===== src/hw/rtl/dwsp_pkg.sv =====
package dwsp_pkg;

   // fixed-point position of speeds, errors, integrals and accumulators
   localparam int FRAC_BITS = 16;
   // distance_per_count carries 24 fraction bits
   localparam int DEN_SHIFT = 24 - FRAC_BITS;
   // gains are Q8.8
   localparam int GAIN_FRAC = 8;

   localparam int TICK_W = 20;
   localparam int SPD_W  = 32;
   localparam int ERR_W  = 32;
   localparam int INT_W  = 23;
   localparam int TGT_W  = 34;
   localparam int DRV_W  = 11;
   localparam int ACC_W  = 10 + FRAC_BITS + 1;
   localparam int SUM_W  = 52;

   // shared multiplier operands
   localparam int MUL_A_W = 34;
   localparam int MUL_B_W = 21;
   localparam int MUL_P_W = MUL_A_W + MUL_B_W;

   // speed numerator count * distance * 1e6, then the divider
   localparam int NUM_W = 53;
   localparam int DVD_W = NUM_W - DEN_SHIFT;
   localparam int QUO_W = 32;
   localparam int HI_W  = DVD_W - QUO_W;
   localparam int CMP_W = ((HI_W > TICK_W) ? HI_W : TICK_W) + 1;
   localparam int CNT_W = $clog2(QUO_W);

   localparam logic signed [MUL_B_W-1:0] US_PER_S = MUL_B_W'(1000000);
   localparam logic signed [SPD_W-1:0]   SPD_MAX  = 32'sh7FFF_FFFF;
   localparam logic signed [SPD_W-1:0]   SPD_MIN  = 32'sh8000_0000;

   localparam int CSR_INDEX_W = 3;
   localparam int CSR_DATA_W  = 22;

   typedef enum logic [CSR_INDEX_W-1:0] {
      CSR_GAIN_P,
      CSR_GAIN_D,
      CSR_GAIN_I,
      CSR_INTEGRAL_LIMIT,
      CSR_INTEGRAL_DEADBAND,
      CSR_DRIVE_LIMIT,
      CSR_DISTANCE_PER_COUNT,
      CSR_HALF_TRACK
   } csr_index_type;

   typedef struct packed {
      logic [15:0] gain_p;
      logic [15:0] gain_d;
      logic [15:0] gain_i;
      logic [21:0] integral_limit;
      logic [21:0] integral_deadband;
      logic [9:0]  drive_limit;
      logic [15:0] distance_per_count;
      logic [17:0] half_track;
   } cfg_type;

   typedef enum logic [3:0] {
      ST_IDLE,
      ST_TURN_MUL,
      ST_TURN_ADD,
      ST_MAG_MUL,
      ST_SCALE_MUL,
      ST_DIV_START,
      ST_DIV_WAIT,
      ST_ERR,
      ST_P_MUL,
      ST_D_MUL,
      ST_I_MUL,
      ST_I_ADD,
      ST_ACC_ADD,
      ST_ACC_SAT,
      ST_OUT
   } state_type;

   typedef struct packed {
      logic              start;
      logic [DVD_W-1:0]  dividend;
      logic [TICK_W-1:0] divisor;
   } div_req_type;

   typedef struct packed {
      logic             busy;
      logic             done;
      logic             ovf;
      logic [QUO_W-1:0] quotient;
   } div_rsp_type;

endpackage


===== src/hw/rtl/dwsp_req_if.sv =====
interface dwsp_req_if;
   logic               valid;
   logic               ready;
   logic signed [15:0] left_count;
   logic signed [15:0] right_count;
   logic        [19:0] tick_us;
   logic signed [20:0] target_linear;
   logic signed [21:0] target_angular;

   modport source (
      output valid, left_count, right_count, tick_us, target_linear, target_angular,
      input  ready
   );
   modport sink (
      input  valid, left_count, right_count, tick_us, target_linear, target_angular,
      output ready
   );
endinterface


===== src/hw/rtl/dwsp_rsp_if.sv =====
interface dwsp_rsp_if;
   logic               valid;
   logic               ready;
   logic signed [10:0] left_drive;
   logic signed [10:0] right_drive;
   logic signed [31:0] left_speed;
   logic signed [31:0] right_speed;

   modport source (
      output valid, left_drive, right_drive, left_speed, right_speed,
      input  ready
   );
   modport sink (
      input  valid, left_drive, right_drive, left_speed, right_speed,
      output ready
   );
endinterface


===== src/hw/rtl/dwsp_csr.sv =====
module dwsp_csr import dwsp_pkg::*; (
   input  logic                   clock,
   input  logic                   reset,
   input  logic                   csr_wr_en,
   input  logic [CSR_INDEX_W-1:0] csr_index,
   input  logic [CSR_DATA_W-1:0]  csr_wdata,
   output cfg_type                cfg
);

   localparam cfg_type CFG_RESET = '{
      gain_p:             16'd8960,
      gain_d:             16'd1792,
      gain_i:             16'd294,
      integral_limit:     22'd458752,
      integral_deadband:  22'd9830,
      drive_limit:        10'd400,
      distance_per_count: 16'd8429,
      half_track:         18'd18678
   };

   cfg_type cfg_ff, cfg_in;

   always_comb begin
      cfg_in = cfg_ff;
      if (csr_wr_en) begin
         unique case (csr_index_type'(csr_index))
            CSR_GAIN_P:             cfg_in.gain_p             = csr_wdata[15:0];
            CSR_GAIN_D:             cfg_in.gain_d             = csr_wdata[15:0];
            CSR_GAIN_I:             cfg_in.gain_i             = csr_wdata[15:0];
            CSR_INTEGRAL_LIMIT:     cfg_in.integral_limit     = csr_wdata[21:0];
            CSR_INTEGRAL_DEADBAND:  cfg_in.integral_deadband  = csr_wdata[21:0];
            CSR_DRIVE_LIMIT:        cfg_in.drive_limit        = csr_wdata[9:0];
            CSR_DISTANCE_PER_COUNT: cfg_in.distance_per_count = csr_wdata[15:0];
            CSR_HALF_TRACK:         cfg_in.half_track         = csr_wdata[17:0];
         endcase
      end
   end

   always_ff @(posedge clock) begin
      if (reset) begin
         cfg_ff <= CFG_RESET;
      end else begin
         cfg_ff <= cfg_in;
      end
   end

   assign cfg = cfg_ff;

endmodule


===== src/hw/rtl/dwsp_mul.sv =====
module dwsp_mul import dwsp_pkg::*; (
   input  logic                       clock,
   input  logic signed [MUL_A_W-1:0]  mul_a,
   input  logic signed [MUL_B_W-1:0]  mul_b,
   output logic signed [MUL_P_W-1:0]  prod
);

   logic signed [MUL_P_W-1:0] prod_ff, prod_in;

   assign prod_in = MUL_P_W'(mul_a) * MUL_P_W'(mul_b);

   always_ff @(posedge clock) begin
      prod_ff <= prod_in;
   end

   assign prod = prod_ff;

endmodule


===== src/hw/rtl/dwsp_div.sv =====
module dwsp_div import dwsp_pkg::*; (
   input  logic        clock,
   input  logic        reset,
   input  div_req_type req,
   output div_rsp_type rsp
);

   logic              busy_ff, busy_in;
   logic              done_ff, done_in;
   logic              ovf_ff, ovf_in;
   logic [CNT_W-1:0]  cnt_ff, cnt_in;
   logic [TICK_W-1:0] rem_ff, rem_in;
   logic [TICK_W-1:0] dsr_ff, dsr_in;
   logic [QUO_W-1:0]  quo_ff, quo_in;

   logic [HI_W-1:0]   hi;
   logic              hi_ovf;
   logic [TICK_W:0]   shifted;
   logic [TICK_W:0]   trial;

   // upper dividend bits at or above the divisor mean a quotient of 2^32 or more
   assign hi      = req.dividend[DVD_W-1:QUO_W];
   assign hi_ovf  = CMP_W'(hi) >= CMP_W'(req.divisor);
   assign shifted = {rem_ff, quo_ff[QUO_W-1]};
   assign trial   = shifted - {1'b0, dsr_ff};

   always_comb begin
      busy_in = busy_ff;
      done_in = 1'b0;
      ovf_in  = ovf_ff;
      cnt_in  = cnt_ff;
      rem_in  = rem_ff;
      dsr_in  = dsr_ff;
      quo_in  = quo_ff;
      if (req.start) begin
         dsr_in  = req.divisor;
         cnt_in  = '0;
         quo_in  = req.dividend[QUO_W-1:0];
         rem_in  = TICK_W'(hi);
         ovf_in  = hi_ovf;
         busy_in = !hi_ovf;
         done_in = hi_ovf;
      end else if (busy_ff) begin
         // restoring step, one quotient bit a cycle
         if (!trial[TICK_W]) begin
            rem_in = trial[TICK_W-1:0];
         end else begin
            rem_in = shifted[TICK_W-1:0];
         end
         quo_in = {quo_ff[QUO_W-2:0], !trial[TICK_W]};
         cnt_in = CNT_W'(cnt_ff + 1'b1);
         if (cnt_ff == CNT_W'(QUO_W - 1)) begin
            busy_in = 1'b0;
            done_in = 1'b1;
         end
      end
   end

   always_ff @(posedge clock) begin
      if (reset) begin
         busy_ff <= 1'b0;
         done_ff <= 1'b0;
         cnt_ff  <= '0;
      end else begin
         busy_ff <= busy_in;
         done_ff <= done_in;
         cnt_ff  <= cnt_in;
      end
   end

   always_ff @(posedge clock) begin
      ovf_ff <= ovf_in;
      rem_ff <= rem_in;
      dsr_ff <= dsr_in;
      quo_ff <= quo_in;
   end

   assign rsp.busy     = busy_ff;
   assign rsp.done     = done_ff;
   assign rsp.ovf      = ovf_ff;
   assign rsp.quotient = quo_ff;

   a_start_idle: assert property (@(posedge clock) disable iff (reset)
      req.start |-> !busy_ff)
      else $error("divider started while busy");

   a_done_cause: assert property (@(posedge clock) disable iff (reset)
      done_ff |-> ($past(busy_ff) || $past(req.start)))
      else $error("divider done without a division in progress");

endmodule


===== src/hw/rtl/dual_wheel_speed_pid.sv =====
// channel  | direction | transaction carries
// req_bus  | in        | left_count, right_count, tick_us, target_linear, target_angular
// rsp_bus  | out       | left_drive, right_drive, left_speed, right_speed
// csr_*    | in        | register write, index 0..7, no read-back
//
// one transaction at a time: req_bus is ready only while the controller is idle
// a wheel speed whose quotient reaches 2^32 skips the divider's bit-serial steps
// the bit-serial divider computes each wheel speed in turn, left then right
// all multiplication goes through one registered 34x21 multiplier
// reset is synchronous and clears the controller state to zero, registers to defaults
// a transaction is taken while a result waits on rsp_bus; it then holds in its last step
module dual_wheel_speed_pid import dwsp_pkg::*; (
   input  logic                   clock,
   input  logic                   reset,
   dwsp_req_if.sink               req_bus,
   dwsp_rsp_if.source             rsp_bus,
   input  logic                   csr_wr_en,
   input  logic [CSR_INDEX_W-1:0] csr_index,
   input  logic [CSR_DATA_W-1:0]  csr_wdata
);

   localparam int ERR_CALC_W = TGT_W + 2;
   localparam int INT_CALC_W = ERR_W + 2;
   localparam logic [MUL_P_W-1:0] TURN_RND = MUL_P_W'((64'd1 << FRAC_BITS) - 64'd1);
   localparam logic [SUM_W-1:0]   SUM_RND  = SUM_W'((64'd1 << GAIN_FRAC) - 64'd1);
   localparam logic [ACC_W-1:0]   ACC_RND  = ACC_W'((64'd1 << FRAC_BITS) - 64'd1);

   function automatic logic signed [DRV_W-1:0] acc_to_drive(
      input logic signed [ACC_W-1:0] acc
   );
      logic signed [ACC_W-1:0] rnd;
      rnd = acc + $signed(acc[ACC_W-1] ? ACC_RND : '0);
      return DRV_W'(rnd >>> FRAC_BITS);
   endfunction

   cfg_type     cfg;
   div_req_type div_req;
   div_rsp_type div_rsp;

   logic signed [MUL_A_W-1:0] mul_a;
   logic signed [MUL_B_W-1:0] mul_b;
   logic signed [MUL_P_W-1:0] mul_p;

   state_type state_ff, state_in;
   logic      side_ff, side_in;

   logic signed [15:0]       lc_ff, lc_in, rc_ff, rc_in;
   logic        [TICK_W-1:0] tick_ff, tick_in;
   logic signed [20:0]       v_ff, v_in;
   logic signed [21:0]       w_ff, w_in;

   logic signed [TGT_W-1:0] tl_ff, tl_in, tr_ff, tr_in;
   logic signed [SPD_W-1:0] sl_ff, sl_in, sr_ff, sr_in;
   logic signed [ERR_W-1:0] err_ff, err_in;
   logic signed [SUM_W-1:0] sum_ff, sum_in;
   logic signed [SUM_W-1:0] work_ff, work_in;

   logic signed [ACC_W-1:0] acc_l_ff, acc_l_in, acc_r_ff, acc_r_in;
   logic signed [INT_W-1:0] int_l_ff, int_l_in, int_r_ff, int_r_in;
   logic signed [ERR_W-1:0] last_l_ff, last_l_in, last_r_ff, last_r_in;

   logic                    rsp_valid_ff, rsp_valid_in;
   logic signed [DRV_W-1:0] ldrv_ff, ldrv_in, rdrv_ff, rdrv_in;
   logic signed [SPD_W-1:0] lspd_ff, lspd_in, rspd_ff, rspd_in;

   // per-wheel selection
   logic signed [15:0]       cur_cnt;
   logic signed [16:0]       cnt_ext;
   logic        [16:0]       mag;
   logic signed [TGT_W-1:0]  tgt_cur;
   logic signed [SPD_W-1:0]  spd_cur;
   logic signed [INT_W-1:0]  int_cur;
   logic signed [ERR_W-1:0]  last_cur;
   logic signed [ACC_W-1:0]  acc_cur;

   logic signed [MUL_P_W-1:0]    turn_sum;
   logic signed [MUL_P_W-1:0]    turn_full;
   logic signed [TGT_W-1:0]      turn;
   logic        [QUO_W-1:0]      quo;
   logic signed [SPD_W-1:0]      spd_new;
   logic signed [ERR_CALC_W-1:0] diff;
   logic signed [ERR_W-1:0]      err_sat;
   logic signed [INT_CALC_W-1:0] isum, ilim, idb, iclamp;
   logic signed [INT_W-1:0]      int_new;
   logic signed [MUL_A_W-1:0]    d_op;
   logic signed [SUM_W-1:0]      sum_rnd, sum_q, acc_sum, dlim, acc_clamp;
   logic                         accept;

   dwsp_csr u_csr (
      .clock     (clock),
      .reset     (reset),
      .csr_wr_en (csr_wr_en),
      .csr_index (csr_index),
      .csr_wdata (csr_wdata),
      .cfg       (cfg)
   );

   dwsp_mul u_mul (
      .clock (clock),
      .mul_a (mul_a),
      .mul_b (mul_b),
      .prod  (mul_p)
   );

   dwsp_div u_div (
      .clock (clock),
      .reset (reset),
      .req   (div_req),
      .rsp   (div_rsp)
   );

   assign accept = req_bus.valid && req_bus.ready;

   assign cur_cnt  = side_ff ? rc_ff : lc_ff;
   assign cnt_ext  = 17'(cur_cnt);
   assign mag      = cnt_ext[16] ? 17'(-cnt_ext) : 17'(cnt_ext);
   assign tgt_cur  = side_ff ? tr_ff : tl_ff;
   assign spd_cur  = side_ff ? sr_ff : sl_ff;
   assign int_cur  = side_ff ? int_r_ff : int_l_ff;
   assign last_cur = side_ff ? last_r_ff : last_l_ff;
   assign acc_cur  = side_ff ? acc_r_ff : acc_l_ff;

   // w * half_track, divided toward zero
   assign turn_sum  = mul_p + $signed(mul_p[MUL_P_W-1] ? TURN_RND : '0);
   assign turn_full = turn_sum >>> FRAC_BITS;
   assign turn      = TGT_W'(turn_full);

   // divider quotient to a signed, saturated speed
   assign quo = div_rsp.quotient;
   always_comb begin
      if (cur_cnt[15]) begin
         if (div_rsp.ovf || (quo > 32'h8000_0000)) begin
            spd_new = SPD_MIN;
         end else begin
            spd_new = $signed(32'd0 - quo);
         end
      end else begin
         if (div_rsp.ovf || quo[QUO_W-1]) begin
            spd_new = SPD_MAX;
         end else begin
            spd_new = $signed(quo);
         end
      end
   end

   assign diff = ERR_CALC_W'(tgt_cur) - ERR_CALC_W'(spd_cur);
   always_comb begin
      if (diff > ERR_CALC_W'(SPD_MAX)) begin
         err_sat = SPD_MAX;
      end else if (diff < ERR_CALC_W'(SPD_MIN)) begin
         err_sat = SPD_MIN;
      end else begin
         err_sat = ERR_W'(diff);
      end
   end

   // integral: add, clamp, then deadband
   assign isum = INT_CALC_W'(int_cur) + INT_CALC_W'(err_ff);
   assign ilim = $signed(INT_CALC_W'(cfg.integral_limit));
   assign idb  = $signed(INT_CALC_W'(cfg.integral_deadband));
   always_comb begin
      if (isum > ilim) begin
         iclamp = ilim;
      end else if (isum < -ilim) begin
         iclamp = -ilim;
      end else begin
         iclamp = isum;
      end
      if ((iclamp < idb) && (iclamp > -idb)) begin
         int_new = '0;
      end else begin
         int_new = INT_W'(iclamp);
      end
   end

   assign d_op = MUL_A_W'(err_ff) - MUL_A_W'(last_cur);

   // drive update: sum / 256 toward zero, add to the accumulator, then saturate
   assign sum_rnd = sum_ff + $signed(sum_ff[SUM_W-1] ? SUM_RND : '0);
   assign sum_q   = sum_rnd >>> GAIN_FRAC;
   assign acc_sum = SUM_W'(acc_cur) + sum_q;
   assign dlim    = $signed(SUM_W'({cfg.drive_limit, {FRAC_BITS{1'b0}}}));
   always_comb begin
      if (work_ff > dlim) begin
         acc_clamp = dlim;
      end else if (work_ff < -dlim) begin
         acc_clamp = -dlim;
      end else begin
         acc_clamp = work_ff;
      end
   end

   assign div_req.start    = (state_ff == ST_DIV_START);
   assign div_req.dividend = mul_p[NUM_W-1:DEN_SHIFT];
   assign div_req.divisor  = tick_ff;

   always_comb begin
      state_in  = state_ff;
      side_in   = side_ff;
      lc_in     = lc_ff;
      rc_in     = rc_ff;
      tick_in   = tick_ff;
      v_in      = v_ff;
      w_in      = w_ff;
      tl_in     = tl_ff;
      tr_in     = tr_ff;
      sl_in     = sl_ff;
      sr_in     = sr_ff;
      err_in    = err_ff;
      sum_in    = sum_ff;
      work_in   = work_ff;
      acc_l_in  = acc_l_ff;
      acc_r_in  = acc_r_ff;
      int_l_in  = int_l_ff;
      int_r_in  = int_r_ff;
      last_l_in = last_l_ff;
      last_r_in = last_r_ff;
      ldrv_in   = ldrv_ff;
      rdrv_in   = rdrv_ff;
      lspd_in   = lspd_ff;
      rspd_in   = rspd_ff;
      rsp_valid_in = rsp_valid_ff && !rsp_bus.ready;
      mul_a     = '0;
      mul_b     = '0;

      unique case (state_ff)
         ST_IDLE: begin
            if (accept) begin
               lc_in    = req_bus.left_count;
               rc_in    = req_bus.right_count;
               // a zero tick counts as one microsecond
               tick_in  = (req_bus.tick_us == '0) ? TICK_W'(1) : req_bus.tick_us;
               v_in     = req_bus.target_linear;
               w_in     = req_bus.target_angular;
               side_in  = 1'b0;
               state_in = ST_TURN_MUL;
            end
         end
         ST_TURN_MUL: begin
            mul_a    = MUL_A_W'(w_ff);
            mul_b    = $signed(MUL_B_W'(cfg.half_track));
            state_in = ST_TURN_ADD;
         end
         ST_TURN_ADD: begin
            tl_in    = TGT_W'(v_ff) - turn;
            tr_in    = TGT_W'(v_ff) + turn;
            state_in = ST_MAG_MUL;
         end
         ST_MAG_MUL: begin
            mul_a    = $signed(MUL_A_W'(mag));
            mul_b    = $signed(MUL_B_W'(cfg.distance_per_count));
            state_in = ST_SCALE_MUL;
         end
         ST_SCALE_MUL: begin
            mul_a    = $signed(mul_p[MUL_A_W-1:0]);
            mul_b    = US_PER_S;
            state_in = ST_DIV_START;
         end
         ST_DIV_START: begin
            state_in = ST_DIV_WAIT;
         end
         ST_DIV_WAIT: begin
            if (div_rsp.done) begin
               if (side_ff) begin
                  sr_in    = spd_new;
                  side_in  = 1'b0;
                  state_in = ST_ERR;
               end else begin
                  sl_in    = spd_new;
                  side_in  = 1'b1;
                  state_in = ST_MAG_MUL;
               end
            end
         end
         ST_ERR: begin
            err_in   = err_sat;
            state_in = ST_P_MUL;
         end
         ST_P_MUL: begin
            mul_a = MUL_A_W'(err_ff);
            mul_b = $signed(MUL_B_W'(cfg.gain_p));
            if (side_ff) begin
               int_r_in = int_new;
            end else begin
               int_l_in = int_new;
            end
            state_in = ST_D_MUL;
         end
         ST_D_MUL: begin
            sum_in = SUM_W'(mul_p);
            mul_a  = d_op;
            mul_b  = $signed(MUL_B_W'(cfg.gain_d));
            if (side_ff) begin
               last_r_in = err_ff;
            end else begin
               last_l_in = err_ff;
            end
            state_in = ST_I_MUL;
         end
         ST_I_MUL: begin
            sum_in   = sum_ff + SUM_W'(mul_p);
            mul_a    = MUL_A_W'(int_cur);
            mul_b    = $signed(MUL_B_W'(cfg.gain_i));
            state_in = ST_I_ADD;
         end
         ST_I_ADD: begin
            sum_in   = sum_ff + SUM_W'(mul_p);
            state_in = ST_ACC_ADD;
         end
         ST_ACC_ADD: begin
            work_in  = acc_sum;
            state_in = ST_ACC_SAT;
         end
         ST_ACC_SAT: begin
            if (side_ff) begin
               acc_r_in = ACC_W'(acc_clamp);
               side_in  = 1'b0;
               state_in = ST_OUT;
            end else begin
               acc_l_in = ACC_W'(acc_clamp);
               side_in  = 1'b1;
               state_in = ST_ERR;
            end
         end
         ST_OUT: begin
            // hold until the output register is free
            if (!rsp_valid_ff || rsp_bus.ready) begin
               ldrv_in      = acc_to_drive(acc_l_ff);
               rdrv_in      = acc_to_drive(acc_r_ff);
               lspd_in      = sl_ff;
               rspd_in      = sr_ff;
               rsp_valid_in = 1'b1;
               state_in     = ST_IDLE;
            end
         end
         default: begin
            state_in = ST_IDLE;
         end
      endcase
   end

   always_ff @(posedge clock) begin
      if (reset) begin
         state_ff     <= ST_IDLE;
         side_ff      <= 1'b0;
         rsp_valid_ff <= 1'b0;
         acc_l_ff     <= '0;
         acc_r_ff     <= '0;
         int_l_ff     <= '0;
         int_r_ff     <= '0;
         last_l_ff    <= '0;
         last_r_ff    <= '0;
      end else begin
         state_ff     <= state_in;
         side_ff      <= side_in;
         rsp_valid_ff <= rsp_valid_in;
         acc_l_ff     <= acc_l_in;
         acc_r_ff     <= acc_r_in;
         int_l_ff     <= int_l_in;
         int_r_ff     <= int_r_in;
         last_l_ff    <= last_l_in;
         last_r_ff    <= last_r_in;
      end
   end

   always_ff @(posedge clock) begin
      lc_ff   <= lc_in;
      rc_ff   <= rc_in;
      tick_ff <= tick_in;
      v_ff    <= v_in;
      w_ff    <= w_in;
      tl_ff   <= tl_in;
      tr_ff   <= tr_in;
      sl_ff   <= sl_in;
      sr_ff   <= sr_in;
      err_ff  <= err_in;
      sum_ff  <= sum_in;
      work_ff <= work_in;
      ldrv_ff <= ldrv_in;
      rdrv_ff <= rdrv_in;
      lspd_ff <= lspd_in;
      rspd_ff <= rspd_in;
   end

   assign req_bus.ready       = (state_ff == ST_IDLE);
   assign rsp_bus.valid       = rsp_valid_ff;
   assign rsp_bus.left_drive  = ldrv_ff;
   assign rsp_bus.right_drive = rdrv_ff;
   assign rsp_bus.left_speed  = lspd_ff;
   assign rsp_bus.right_speed = rspd_ff;

   a_accept_starts: assert property (@(posedge clock) disable iff (reset)
      accept |=> (state_ff == ST_TURN_MUL))
      else $error("accepted transaction did not start the sequence");

   a_result_from_out: assert property (@(posedge clock) disable iff (reset)
      $rose(rsp_valid_ff) |-> $past(state_ff == ST_OUT))
      else $error("result raised outside the output step");

   a_right_speed_done: assert property (@(posedge clock) disable iff (reset)
      (state_ff == ST_DIV_WAIT && div_rsp.done && side_ff)
         |=> (state_ff == ST_ERR && !side_ff))
      else $error("controller did not start with the left wheel after both speeds");

endmodule


===== src/flat_wrapper.sv =====
// flat-port wrapper written by rule: the top's interface ports become plain ports
module dual_wheel_speed_pid_flat import dwsp_pkg::*;
  (clock, reset, csr_wr_en, csr_index, csr_wdata, req_bus_valid, req_bus_left_count, req_bus_right_count, req_bus_tick_us, req_bus_target_linear, req_bus_target_angular, req_bus_ready, rsp_bus_valid, rsp_bus_left_drive, rsp_bus_right_drive, rsp_bus_left_speed, rsp_bus_right_speed, rsp_bus_ready);
  dwsp_req_if req_bus_i ();
  dwsp_rsp_if rsp_bus_i ();
  input  logic clock;
  input  logic reset;
  input  logic csr_wr_en;
  input  logic [CSR_INDEX_W-1:0] csr_index;
  input  logic [CSR_DATA_W-1:0] csr_wdata;
  input wire logic [$bits(req_bus_i.valid)-1:0] req_bus_valid;
  input wire logic [$bits(req_bus_i.left_count)-1:0] req_bus_left_count;
  input wire logic [$bits(req_bus_i.right_count)-1:0] req_bus_right_count;
  input wire logic [$bits(req_bus_i.tick_us)-1:0] req_bus_tick_us;
  input wire logic [$bits(req_bus_i.target_linear)-1:0] req_bus_target_linear;
  input wire logic [$bits(req_bus_i.target_angular)-1:0] req_bus_target_angular;
  output wire logic [$bits(req_bus_i.ready)-1:0] req_bus_ready;
  output wire logic [$bits(rsp_bus_i.valid)-1:0] rsp_bus_valid;
  output wire logic [$bits(rsp_bus_i.left_drive)-1:0] rsp_bus_left_drive;
  output wire logic [$bits(rsp_bus_i.right_drive)-1:0] rsp_bus_right_drive;
  output wire logic [$bits(rsp_bus_i.left_speed)-1:0] rsp_bus_left_speed;
  output wire logic [$bits(rsp_bus_i.right_speed)-1:0] rsp_bus_right_speed;
  input wire logic [$bits(rsp_bus_i.ready)-1:0] rsp_bus_ready;
  assign req_bus_i.valid = req_bus_valid;
  assign req_bus_i.left_count = req_bus_left_count;
  assign req_bus_i.right_count = req_bus_right_count;
  assign req_bus_i.tick_us = req_bus_tick_us;
  assign req_bus_i.target_linear = req_bus_target_linear;
  assign req_bus_i.target_angular = req_bus_target_angular;
  assign req_bus_ready = req_bus_i.ready;
  assign rsp_bus_valid = rsp_bus_i.valid;
  assign rsp_bus_left_drive = rsp_bus_i.left_drive;
  assign rsp_bus_right_drive = rsp_bus_i.right_drive;
  assign rsp_bus_left_speed = rsp_bus_i.left_speed;
  assign rsp_bus_right_speed = rsp_bus_i.right_speed;
  assign rsp_bus_i.ready = rsp_bus_ready;
  dual_wheel_speed_pid u_core (.clock(clock), .reset(reset), .req_bus(req_bus_i), .rsp_bus(rsp_bus_i), .csr_wr_en(csr_wr_en), .csr_index(csr_index), .csr_wdata(csr_wdata));
endmodule

===== config.mk =====
export PLATFORM = sky130hd
export DESIGN_NAME = dual_wheel_speed_pid_flat
export DESIGN_NICKNAME = d
export VERILOG_FILES = /design/src/hw/rtl/dwsp_pkg.sv /design/src/hw/rtl/dwsp_req_if.sv /design/src/hw/rtl/dwsp_rsp_if.sv /design/src/hw/rtl/dwsp_csr.sv /design/src/hw/rtl/dwsp_mul.sv /design/src/hw/rtl/dwsp_div.sv /design/src/hw/rtl/dual_wheel_speed_pid.sv /design/src/flat_wrapper.sv
export SDC_FILE = /design/constraint.sdc
export NUM_CORES = 2
export LEC_CHECK = 0
export BUFFER_PORTS_ARGS = -buffer_cell sky130_fd_sc_hd__clkbuf_2
export CAP_MARGIN = 20
export CORE_ASPECT_RATIO = 1.25
export CORE_MARGIN = 2
export CORE_UTILIZATION = 45
export CTS_CLUSTER_DIAMETER = 120
export DETAILED_ROUTE_END_ITERATION = 6
export PLACE_DENSITY = 0.62
export SLEW_MARGIN = 20
export SYNTH_ARGS = -nofsm -noshare
export SYNTH_HDL_FRONTEND = slang
export SYNTH_SLANG_ARGS = --single-unit

===== constraint.sdc =====
create_clock -name clock -period 16.15 [get_ports clock]
set_clock_uncertainty 0.1 [all_clocks]
set_input_delay 0.8075 -clock clock [delete_from_list [all_inputs] [get_ports clock]]
set_output_delay 0.8075 -clock clock [all_outputs]
set_load 0.005 [all_outputs]

==> reports/qor.txt <==
Final hold viol count -> 0
Number of cells on the worst reg-to-reg path -> 38
Post-DR vias/cell -> 5.85
Maximum achievable frequency -> 77.6 MHz
Post-synth top cells -> nand2_1, inv_1, fa_1
Post-synth top area cell -> edfxtp_1
DRT iter0 DRCs -> 5914
Gpl congestion -> 0.988
Largest net degree at the start of global routing -> 104
Final ANT Viol Nets -> 0
Placed cells -> 11264
Number of synthesized flops with an enable pin -> 507
Num CTS Buffers -> 97
Status -> completed
RSZ-0062 raised after global routing -> no
Multi-input logic area -> 52500 µm²
Hold slack -> 0.128 ns
Crit. End Element -> flip-flop
Rel. slew slack -> 3.81%
Chip width -> 383 µm
Final wirelength -> 274 mm
Leading post-synthesis cells by cell area -> edfxtp_1, fa_1, ha_1
Hold Path Class -> primary input to flip-flop
CP Data Required Time -> 16.68 ns
RR Startpoint -> u_core.side_ff
Root buffer cell -> clkbuf_16
HP Start -> req_bus_target_angular[20]
Final setup viols -> 0
First-pass GRT wire length -> 411 mm
Most common cell in the netlist -> nand2_1
Layout area overhead -> 8.44%
Storage element area -> 22700 µm²
Sink Count -> 881
Hold path depth -> 1
DP Wirelength -> 213 mm
Post-synthesis register bit count -> 881
Total setup buffers inserted after CTS -> 0
Post-CTS Hold Fix Bufs -> 0
Clock Latency Late Sink -> 0.76 ns
Remaining Overflow, GRT -> 0
CP startpoint -> u_core.side_ff
Crit path launch type -> flip-flop
Leak -> 0.0385 µW
Fillcell total -> 16763
Gr usage total -> 29.6%
Drt drc -> 0
Slew at the pin closest to its max-slew limit -> 1.42 ns
Critical path's most frequent cell -> fa_1
Max Cap Viol -> 0
Post-CTS sizing -> 0
Finished Cell Area -> 87700 µm²
Post-Synthesis Cells -> 8997
Clk buf depth -> 3
Drt pass-1 iters -> 7
Via count -> 66950
Number of global-route vias before repair -> 66433
Final Cycle Share -> 79.8%
Yosys top cell area share -> 18.8%
Fin Setup TNS -> 0 ns
Slowest stage cell, crit path -> a21boi_1
Maximum VDD drop -> 0.0000824 V
Top-level I/O count -> 213
CTS clk-pin slew, worst paths -> 0.06 ns
Initial antenna violation count -> 14
Sequential share of the synthesized area -> 28.1%
Share of layout cells above drive strength 1 -> 7.80%
Placed cell area -> 84200 µm²
Cell variety after synth -> 102
Minimum clock period -> 12.89 ns
Wire per inst -> 23.9 µm
Post-Syn Nets -> 10447
CP peak stage delay -> 0.97 ns
Starting density of the core -> 45.4%
Die area -> 183000 µm²
Mean Syn Cell Area -> 8.98 µm²
Row count -> 173
CORE AREA -> 178000 µm²
CTS tree -> built
CTS H-tree lvls -> 3
Final Slew Violations -> 0
Critical Path AT -> 13.41 ns
Non-Filler Instances -> 11452
Worst-path fanout max -> 58
Synth warn -> 0
Crit Path Class -> flip-flop to flip-flop
Ys async rst share -> 0%
Mapped Area -> 80800 µm²
Dominant synthesized flop cell -> edfxtp_1
# nets final -> 10452
PortBufs -> 212
Power Density -> 85.5 nW/µm²
Die H -> 478 µm
-- layout make-up --
| cell class | instances | share of cell area (%) |
|---|---|---|
| inverter | 1094 | 4.69 |
| clock inverter | 65 | 0.925 |
| sequential | 881 | 25.9 |
| tap | 2362 | 3.37 |
| multi-input combinational | 6607 | 59.9 |
| antenna | 8 | 0.0228 |
| timing repair buffer | 321 | 2.17 |
| clock buffer | 114 | 2.98 |
-- logic make-up (layout without fill, tap and decap cells) --
logic type,after synthesis,after routing,synth area share [%]
and+or+nand+nor,2768,2768,15.8
AOI/OAI and AO/OA,1869,1869,14.7
buffers and inverters,1509,1594,7.14
adders and majority gates,1325,1325,26.8
DFF,881,881,28.1
xor gates and xnor gates,432,432,4.68
muxes,213,213,2.79
other,0,8,0
-- through the flow --
step	setup slack, ns	utilization, %	total power, µW
after floorplan	3.54	-	4340
after global placement	3.32	47.3	5060
after detailed placement	3.40	47.3	5100
after CTS	3.34	49.2	7530
after global routing	2.64	49.2	7870
final	3.26	49.2	7500
-- cell usage in the layout (no fill, tap or decap), types with 103 or more instances in the layout --
cell type,count
xnor2_1,302
a21o_1,213
o21ai_0,362
and2_1,104
nand2_1,1366
nand3_1,179
clkbuf_2,211
edfxtp_1,507
buf_4,108
nor2_1,387
xor2_1,129
mux2i_1,111
nor3_1,134
a21oi_1,585
inv_1,1089
dfxtp_1,373
and3_1,103
ha_1,647
fa_1,678
-- registers in the layout, indices dropped and copies added (netlist names), 21 cells and up --
| name | flops |
|---|---|
| u_core.acc_l_ff | 27 |
| u_core.acc_r_ff | 27 |
| u_core.err_ff | 32 |
| u_core.int_l_ff | 23 |
| u_core.int_r_ff | 23 |
| u_core.last_l_ff | 32 |
| u_core.last_r_ff | 32 |
| u_core.rsp_bus.left_speed | 32 |
| u_core.rsp_bus.right_speed | 32 |
| u_core.sl_ff | 32 |
| u_core.sr_ff | 32 |
| u_core.sum_ff | 52 |
| u_core.tl_ff | 33 |
| u_core.tr_ff | 34 |
| u_core.u_csr.cfg | 136 |
| u_core.u_div.quo_ff | 32 |
| u_core.u_mul.prod | 54 |
| u_core.v_ff | 21 |
| u_core.w_ff | 22 |
| u_core.work_ff | 45 |
-- power breakdown --
part | internal, µW | total, µW | switching (µW) | leakage (µW)
registers | 2560 | 2780 | 219 | 0.00766
logic | 862 | 2300 | 1440 | 0.0292
clock network | 1390 | 2420 | 1020 | 0.00164
-- worst paths after layout --
check / slack (ns) / end
setup reg to reg: 3.26 / u_core.u_mul.prod[51]
hold reg to reg: 0.35 / u_core.u_div.dsr_ff[13]
hold / removal: 0.13 / u_core.w_ff[20]
setup / recovery: 3.26 / u_core.u_mul.prod[51]
-- per-layer routing --
metal  vias up  wire, µm  GRT usage, %
met5         -        10             0
met4         2     16500          16.1
met3       604     20200          4.29
met2      2614    127000          47.9
met1     33032    110000          38.1
li1      30698         -             -
-- critical path: cells and delay by family (launching register included) --
kind                     cells  cell delay [ns]
adder cells (fa/ha/maj)     10             4.67
AO/OA/AOI/OAI               13             3.76
AND/OR/NAND/NOR              7             1.87
buffers and inverters        6             1.02
flip-flops                   1             0.75
multiplexers                 1             0.42
XOR/XNOR                     1             0.13
Note: power is estimated with default switching activity, not from simulation.
